**config.mk**
```make
export PLATFORM = sky130hd
export DESIGN_NAME = sorted_priority_queue_insert
export DESIGN_NICKNAME = d
export VERILOG_FILES = /design/src/hw/rtl/spqi_pkg.sv /design/src/hw/rtl/spqi_ram.sv /design/src/hw/rtl/spqi_ctrl.sv /design/src/hw/rtl/spqi_dp.sv /design/src/hw/rtl/sorted_priority_queue_insert.sv
export SDC_FILE = /design/constraint.sdc
export NUM_CORES = 1
export LEC_CHECK = 0
export BUFFER_PORTS_ARGS = -buffer_cell sky130_fd_sc_hd__buf_2
export CORE_ASPECT_RATIO = 0.8
export CORE_UTILIZATION = 62
export DETAILED_ROUTE_END_ITERATION = 16
export PLACE_DENSITY_LB_ADDON = 0.1
export SYNTH_ARGS = -nofsm -noshare
export SYNTH_HDL_FRONTEND = slang
export SYNTH_SLANG_ARGS = --single-unit
```
**constraint.sdc**
```tcl
create_clock -name i_clk -period 5.15 [get_ports i_clk]
set_clock_uncertainty 0.1 [all_clocks]
set_input_delay 0.515 -clock i_clk [delete_from_list [all_inputs] [get_ports i_clk]]
set_output_delay 0.515 -clock i_clk [all_outputs]
set_load 0.05 [all_outputs]
```
**src/hw/rtl/spqi_pkg.sv**
```systemverilog
package spqi_pkg;

    localparam int DEPTH_DEF = 16;

    typedef struct packed {
        logic [7:0]  prio_key;
        logic [15:0] arrival_stamp;
        logic [7:0]  payload_tag;
    } t_in_word;

    typedef struct packed {
        logic [7:0]  out_prio;
        logic [15:0] out_arrival;
        logic [7:0]  out_tag;
        logic [3:0]  position;
        logic        rejected;
        logic        last_of_run;
    } t_out_word;

    typedef struct packed {
        logic [7:0]  prio;
        logic [15:0] arrival;
        logic [7:0]  tag;
    } t_entry;

    localparam int ENTRY_W = $bits(t_entry);

    typedef struct packed {
        logic load;
        logic rd;
        logic shift;
        logic place;
        logic emit;
    } t_cmd;

    typedef struct packed {
        logic full;
        logic empty;
        logic outranks;
        logic hole_one;
        logic emit_last;
    } t_sts;

endpackage

```
**src/hw/rtl/spqi_ram.sv**
```systemverilog
module spqi_ram #(
    parameter int WIDTH = 32,
    parameter int DEPTH = 16
) (
    input  logic                     i_clk,
    input  logic                     i_we,
    input  logic [$clog2(DEPTH)-1:0] i_waddr,
    input  logic [WIDTH-1:0]         i_wdata,
    input  logic                     i_re,
    input  logic [$clog2(DEPTH)-1:0] i_raddr,
    output logic [WIDTH-1:0]         o_rdata
);

    logic [WIDTH-1:0] r_mem [DEPTH];
    logic [WIDTH-1:0] r_rdata;

    always_ff @(posedge i_clk) begin
        if (i_we) begin
            r_mem[i_waddr] <= i_wdata;
        end
        if (i_re) begin
            r_rdata <= r_mem[i_raddr];
        end
    end

    assign o_rdata = r_rdata;

endmodule

```
**src/hw/rtl/spqi_ctrl.sv**
```systemverilog
module spqi_ctrl (
    input  logic            i_clk,
    input  logic            i_rst_n,
    input  logic            i_start,
    input  spqi_pkg::t_sts  i_sts,
    output spqi_pkg::t_cmd  o_cmd,
    output logic            o_busy
);

    import spqi_pkg::*;

    typedef enum logic [4:0] {
        S_IDLE  = 5'b00001,
        S_RD    = 5'b00010,
        S_CMP   = 5'b00100,
        S_PLACE = 5'b01000,
        S_EMIT  = 5'b10000
    } t_state;

    t_state r_state;
    t_state n_state;
    t_cmd   cmd;

    always_comb begin
        n_state = r_state;
        cmd     = '0;
        case (r_state)
            S_IDLE: begin
                if (i_start) begin
                    cmd.load = 1'b1;
                    if (i_sts.full) begin
                        n_state = S_EMIT;
                    end else if (i_sts.empty) begin
                        n_state = S_PLACE;
                    end else begin
                        n_state = S_RD;
                    end
                end
            end
            S_RD: begin
                cmd.rd  = 1'b1;
                n_state = S_CMP;
            end
            S_CMP: begin
                if (i_sts.outranks) begin
                    cmd.shift = 1'b1;
                    n_state   = i_sts.hole_one ? S_PLACE : S_RD;
                end else begin
                    n_state = S_PLACE;
                end
            end
            S_PLACE: begin
                cmd.place = 1'b1;
                n_state   = S_EMIT;
            end
            S_EMIT: begin
                cmd.emit = 1'b1;
                if (i_sts.emit_last) begin
                    n_state = S_IDLE;
                end
            end
            default: begin
                n_state = S_IDLE;
            end
        endcase
    end

    always_ff @(posedge i_clk) begin
        if (!i_rst_n) begin
            r_state <= S_IDLE;
        end else begin
            r_state <= n_state;
        end
    end

    assign o_cmd  = cmd;
    assign o_busy = (r_state != S_IDLE);

endmodule

```
**src/hw/rtl/spqi_dp.sv**
```systemverilog
module spqi_dp #(
    parameter int DEPTH = spqi_pkg::DEPTH_DEF
) (
    input  logic                i_clk,
    input  logic                i_rst_n,
    input  spqi_pkg::t_in_word  i_word,
    input  spqi_pkg::t_cmd      i_cmd,
    output spqi_pkg::t_sts      o_sts,
    output logic                o_strobe,
    output spqi_pkg::t_out_word o_result
);

    import spqi_pkg::*;

    localparam int IW = $clog2(DEPTH);
    localparam int CW = $clog2(DEPTH + 1);

    t_in_word        r_new;
    logic [IW-1:0]   r_hole;
    logic [CW-1:0]   r_count;
    logic [IW-1:0]   r_ecnt;
    logic [3:0]      r_epos;
    logic            r_rej;
    logic            r_ostb;
    logic            r_olast;
    logic [3:0]      r_opos;
    logic            r_orej;

    logic            ram_we;
    logic [IW-1:0]   ram_waddr;
    logic [ENTRY_W-1:0] ram_wdata;
    logic            ram_re;
    logic [IW-1:0]   ram_raddr;
    logic [ENTRY_W-1:0] ram_rdata;
    t_entry          rd_entry;
    t_entry          new_entry;
    logic            emit_last;

    assign rd_entry  = t_entry'(ram_rdata);
    assign new_entry = '{prio: r_new.prio_key, arrival: r_new.arrival_stamp,
                         tag: r_new.payload_tag};

    assign ram_we    = i_cmd.shift | i_cmd.place;
    assign ram_waddr = r_hole;
    assign ram_wdata = i_cmd.shift ? ram_rdata : ENTRY_W'(new_entry);
    assign ram_re    = i_cmd.rd | i_cmd.emit;
    assign ram_raddr = i_cmd.emit ? r_ecnt : (r_hole - IW'(1));

    assign emit_last = ((CW'(r_ecnt) + CW'(1)) == r_count);

    spqi_ram #(
        .WIDTH (ENTRY_W),
        .DEPTH (DEPTH)
    ) u_ram (
        .i_clk   (i_clk),
        .i_we    (ram_we),
        .i_waddr (ram_waddr),
        .i_wdata (ram_wdata),
        .i_re    (ram_re),
        .i_raddr (ram_raddr),
        .o_rdata (ram_rdata)
    );

    always_comb begin
        o_sts.full      = (r_count == CW'(DEPTH));
        o_sts.empty     = (r_count == '0);
        o_sts.outranks  = (r_new.prio_key < rd_entry.prio) ||
                          ((r_new.prio_key == rd_entry.prio) &&
                           (r_new.arrival_stamp < rd_entry.arrival));
        o_sts.hole_one  = (r_hole == IW'(1));
        o_sts.emit_last = emit_last;
    end

    always_ff @(posedge i_clk) begin
        if (!i_rst_n) begin
            r_count <= '0;
            r_ostb  <= 1'b0;
        end else begin
            if (i_cmd.place) begin
                r_count <= r_count + CW'(1);
            end
            r_ostb <= i_cmd.emit;
        end
    end

    always_ff @(posedge i_clk) begin
        if (i_cmd.load) begin
            r_new  <= i_word;
            r_hole <= r_count[IW-1:0];
            r_rej  <= (r_count == CW'(DEPTH));
            r_ecnt <= '0;
            r_epos <= '0;
        end
        if (i_cmd.shift) begin
            r_hole <= r_hole - IW'(1);
        end
        if (i_cmd.emit) begin
            r_ecnt  <= r_ecnt + IW'(1);
            r_epos  <= r_epos + 4'd1;
            r_opos  <= r_epos;
            r_olast <= emit_last;
            r_orej  <= r_rej;
        end
    end

    assign o_strobe = r_ostb;

    always_comb begin
        o_result.out_prio    = rd_entry.prio;
        o_result.out_arrival = rd_entry.arrival;
        o_result.out_tag     = rd_entry.tag;
        o_result.position    = r_opos;
        o_result.rejected    = r_orej;
        o_result.last_of_run = r_olast;
    end

endmodule

```
**src/hw/rtl/sorted_priority_queue_insert.sv**
```systemverilog
// Channel  | Ports                    | Handshake
// ---------+--------------------------+-------------------------------------
// input    | start, busy, i_word      | word taken when start && !busy
// result   | o_strobe, o_result       | word valid for the one o_strobe cycle
//
// An insert reads and compares stored entries from the back, moving each
// one down while the new entry outranks it, then places the new entry and
// reads out the whole queue; a word that arrives when the queue is full
// is rejected and only the readout runs.
// Each insert step is a registered RAM read and a compare, with
// a move where the new entry outranks, then one read per result.
// Reset is synchronous and empties the queue; no clearing pass is needed.
// Results stream one per cycle, front first; the receiver cannot stall.
module sorted_priority_queue_insert #(
    parameter int DEPTH = spqi_pkg::DEPTH_DEF
) (
    input  logic                i_clk,
    input  logic                i_rst_n,
    input  logic                start,
    output logic                busy,
    input  spqi_pkg::t_in_word  i_word,
    output logic                o_strobe,
    output spqi_pkg::t_out_word o_result
);

    import spqi_pkg::*;

    t_cmd cmd;
    t_sts sts;

    spqi_ctrl u_ctrl (
        .i_clk   (i_clk),
        .i_rst_n (i_rst_n),
        .i_start (start),
        .i_sts   (sts),
        .o_cmd   (cmd),
        .o_busy  (busy)
    );

    spqi_dp #(
        .DEPTH (DEPTH)
    ) u_dp (
        .i_clk    (i_clk),
        .i_rst_n  (i_rst_n),
        .i_word   (i_word),
        .i_cmd    (cmd),
        .o_sts    (sts),
        .o_strobe (o_strobe),
        .o_result (o_result)
    );

endmodule

```
==> impl_metrics.json <==
{
  "vias_per_cell": 6.50,
  "irDropWorstVdd_uv": 392,
  "seq_area_frac_synth_pct": 72.0,
  "hold_path_depth": 1,
  "maxCapViolations": 0,
  "pin_count": 75,
  "core_sq_um": 39700,
  "synth-compound-area-share_pct": 9.71,
  "clkSinkCount": 606,
  "fp.dieH_microns": 182,
  "synth.avg_cell_area_sq_um": 14.1,
  "synth_xor_area_share_pct": 0.558,
  "rows": 65,
  "cts_buffers": 56,
  "yosys.cell_types.count": 68,
  "grt.busiest_layer": "met1",
  "final_cells": 2472,
  "gp_congestion": 0.906,
  "synthAdderAreaFrac_pct": 1.59,
  "met2_usage_pct": 47.1,
  "synth_top_area_share_pct": 71.1,
  "cp.arrival_ns": 4.50,
  "met3_usage_pct": 7.48,
  "clk_path_buf_depth": 3,
  "grt_overflow": 0,
  "relSlewSlack_pct": 24.1,
  "leakagePower_nw": 9.72,
  "insertion_delay_ns": 0.63,
  "p_seq_share_pct": 42.3,
  "area_growth_pct": 12.8,
  "power.density_nw_per_um2": 506,
  "drtPass1Iterations": 5,
  "layout_common_cells": "595 x edfxtp_1, 333 x nand2_1, 143 x a21oi_1",
  "grt_pass1_vias": 15600,
  "setup_tns_ns": 0,
  "r2r_cells": 10,
  "path_class": "reg2reg",
  "synth-seq-cells": 606,
  "place_area_sq_um": 26300,
  "design_area_sq_um": 28300,
  "die-area_sq_um": 41300,
  "worstPathMaxFanout": 22,
  "synth_top_cell_by_area": "edfxtp_1",
  "drc": 0,
  "hp-class": "in2reg",
  "grt_pass1_wl_microns": 96800,
  "synth_edf_count": 595,
  "fmax_ghz": 0.234,
  "rsz0062_at_grt": "no",
  "synthMuxAreaShare_pct": 4.16,
  "setup_violations": 0,
  "hold_violations": 0,
  "synth_top_family_by_area": "compound AO/OA/AOI/OAI gates",
  "crit_required_ns": 5.38,
  "first_iter_violations": 2268,
  "drive_gt1_share_pct": 14.7,
  "yosys.area_share.simple_pct": 8.97,
  "intPower_mw": 9.41,
  "portBuffers": 74,
  "vias": 16100,
  "yosys_warnings": 0,
  "drtAntennaViolNets": 0,
  "synth_cells": 1780,
  "r2r_start": "u_dp.u_ram.o_rdata[29]",
  "grt_max_degree": 59,
  "crit_path_end_kind": "flip-flop",
  "fin_crit_ns": 4.27,
  "syn_nets": 1847,
  "layout_commonest_cell": "edfxtp_1",
  "hp-start": "i_word[26]",
  "die_w_microns": 227,
  "cts_root_buf": "clkbuf_16",
  "grt_util_met1_pct": 48.4,
  "multi_input_area_sq_um": 6470,
  "tightest_slew_ns": 1.14,
  "p_sw_share_pct": 34.4,
  "total_power_mw": 14.3,
  "final_max_slew_viol_count": 0,
  "clock_power_share_pct": 27.8,
  "antenna_found_initial": 2,
  "cp-start-kind": "flip-flop",
  "htree_num_levels": 2,
  "routed_wl_microns": 65100,
  "p_sw_mw": 4.92,
  "reg2reg_slack_ns": 0.88,
  "startpoint": "u_dp.u_ram.o_rdata[29]",
  "dpl.cell_count": 2343,
  "finalNetCount": 1959,
  "hold_ws_ns": 0.0231,
  "status": "completed",
  "finalCritPeriodShare_pct": 82.9,
  "regArea_sq_um": 18100,
  "gr-usage-all-layers_pct": 32.4,
  "start_util_pct": 63.3,
  "comb_power_share_pct": 29.9,
  "cts_tree": "yes",
  "hpwl_microns": 38600,
  "synthTopCellsByArea": "edfxtp_1 71%, nand2_1 5.0%, a21oi_1 2.9%",
  "wl_per_cell_microns": 26.3,
  "synthFlopType": "edfxtp_1",
  "fill_cells": 2678,
  "clk_pin_slew_worst_paths_ns": 0.06,
  "async_flop_share_pct": 0,
  "synth_area_sq_um": 25100
}
routing by layer:
metal | vias up | wire (microns)
li1 | 7033 | -
met1 | 8005 | 26300
met2 | 885 | 28900
met3 | 134 | 7850
met4 | 0 | 1980
met5 | - | 0
synth_stat cells, types with 3 or more instances:
| cell type | instances |
|---|---|
| mux4_2 | 14 |
| o21ai_1 | 3 |
| xor2_1 | 5 |
| o21a_1 | 3 |
| a32oi_1 | 63 |
| mux4_1 | 3 |
| xnor2_1 | 11 |
| mux2i_1 | 29 |
| nor2_1 | 38 |
| a211oi_1 | 31 |
| buf_4 | 12 |
| o31ai_2 | 3 |
| a21o_1 | 7 |
| edfxtp_1 | 595 |
| dfxtp_1 | 11 |
| nor4_1 | 3 |
| and2_1 | 5 |
| clkbuf_1 | 40 |
| a31oi_1 | 50 |
| inv_1 | 50 |
| nand2_1 | 333 |
| buf_2 | 43 |
| ha_1 | 32 |
| a21oi_1 | 144 |
| nand3_1 | 56 |
| nor2b_1 | 4 |
| mux2_2 | 21 |
| o21ai_0 | 40 |
| o22ai_1 | 19 |
| mux2_1 | 11 |
| and3b_1 | 3 |
| and3_1 | 17 |
| nor3_1 | 13 |
| nand4_1 | 21 |
| buf_6 | 7 |
kinds of logic (layout without fill, tap and decap cells):
family | count (synthesis) | in the layout
compound gates | 381 | 381
xor+xnor | 16 | 16
fa+ha+maj | 32 | 32
buf+inv | 155 | 310
flops | 606 | 606
mux | 78 | 78
other cells | 0 | 1
simple gates | 512 | 512
registers in the layout, summed over array words and instances (netlist names):
name / count
u_dp.r_hole: 4
u_dp.u_ram.o_rdata: 32
u_dp.r_opos: 4
u_dp.u_ram.r_mem: 512
u_dp.r_ecnt: 4
u_dp.r_count: 5
u_dp.r_epos: 4
u_dp.r_olast: 1
u_dp.r_rej: 1
u_ctrl.r_state: 5
u_dp.r_orej: 1
u_dp.new_entry: 32
u_dp.o_strobe: 1
power groups by stage:
stage	Combinational [mW]	Sequential, mW	Clock [mW]
6_report	4.28	6.07	3.98
5_1_grt	4.61	6.08	4.19
4_1_cts	4.20	6.06	4.01
3_5_place_dp	4.15	6.17	0
3_3_place_gp	4.07	6.16	0
2_1_floorplan	2.73	6.12	0
per-stage QoR:
step                utilization (%)  setup WS (ns)
detailed placement             66.3          0.914
floorplan                         -          0.701
finish                         71.4          0.879
CTS                            71.4          0.904
global route                   71.4          0.779
global placement               66.3           1.08
worst max-delay path: stages (launching register included):
cell and delay [ns]:
edfxtp_1 0.40, inv_1 0.07, ha_1 0.30, nand4_1 0.19
or3_1 0.41, a221o_1 0.27, a21o_1 0.17, o21ai_1 0.55
a21oi_4 0.42, nor2_4 0.79, buf_4 0.28
area by class of cell:
cell class | count | area share [%]
Sequential cell | 606 | 63.8
Multi-Input combinational cell | 1019 | 22.9
Clock buffer | 66 | 5.08
Timing Repair Buffer | 158 | 4.12
Tap cell | 536 | 2.37
Clock inverter | 35 | 1.03
Inverter | 51 | 0.693
Antenna cell | 1 | 0.00883
worst paths after layout:
path	to
worst min-delay path	u_dp.new_entry[26]
worst max-delay path	u_dp.u_ram.r_mem[10][24]
worst max register to register	u_dp.u_ram.r_mem[10][24]
worst min register to register	u_dp.r_orej
what timing repair did:
item / in CTS / in global routing
setup buffers: 0 / 0
gates resized for setup: 0 / 0
hold endpoints to repair: 27 / 0
hold buffers: 27 / 0
(Power assumes the default switching activity.)
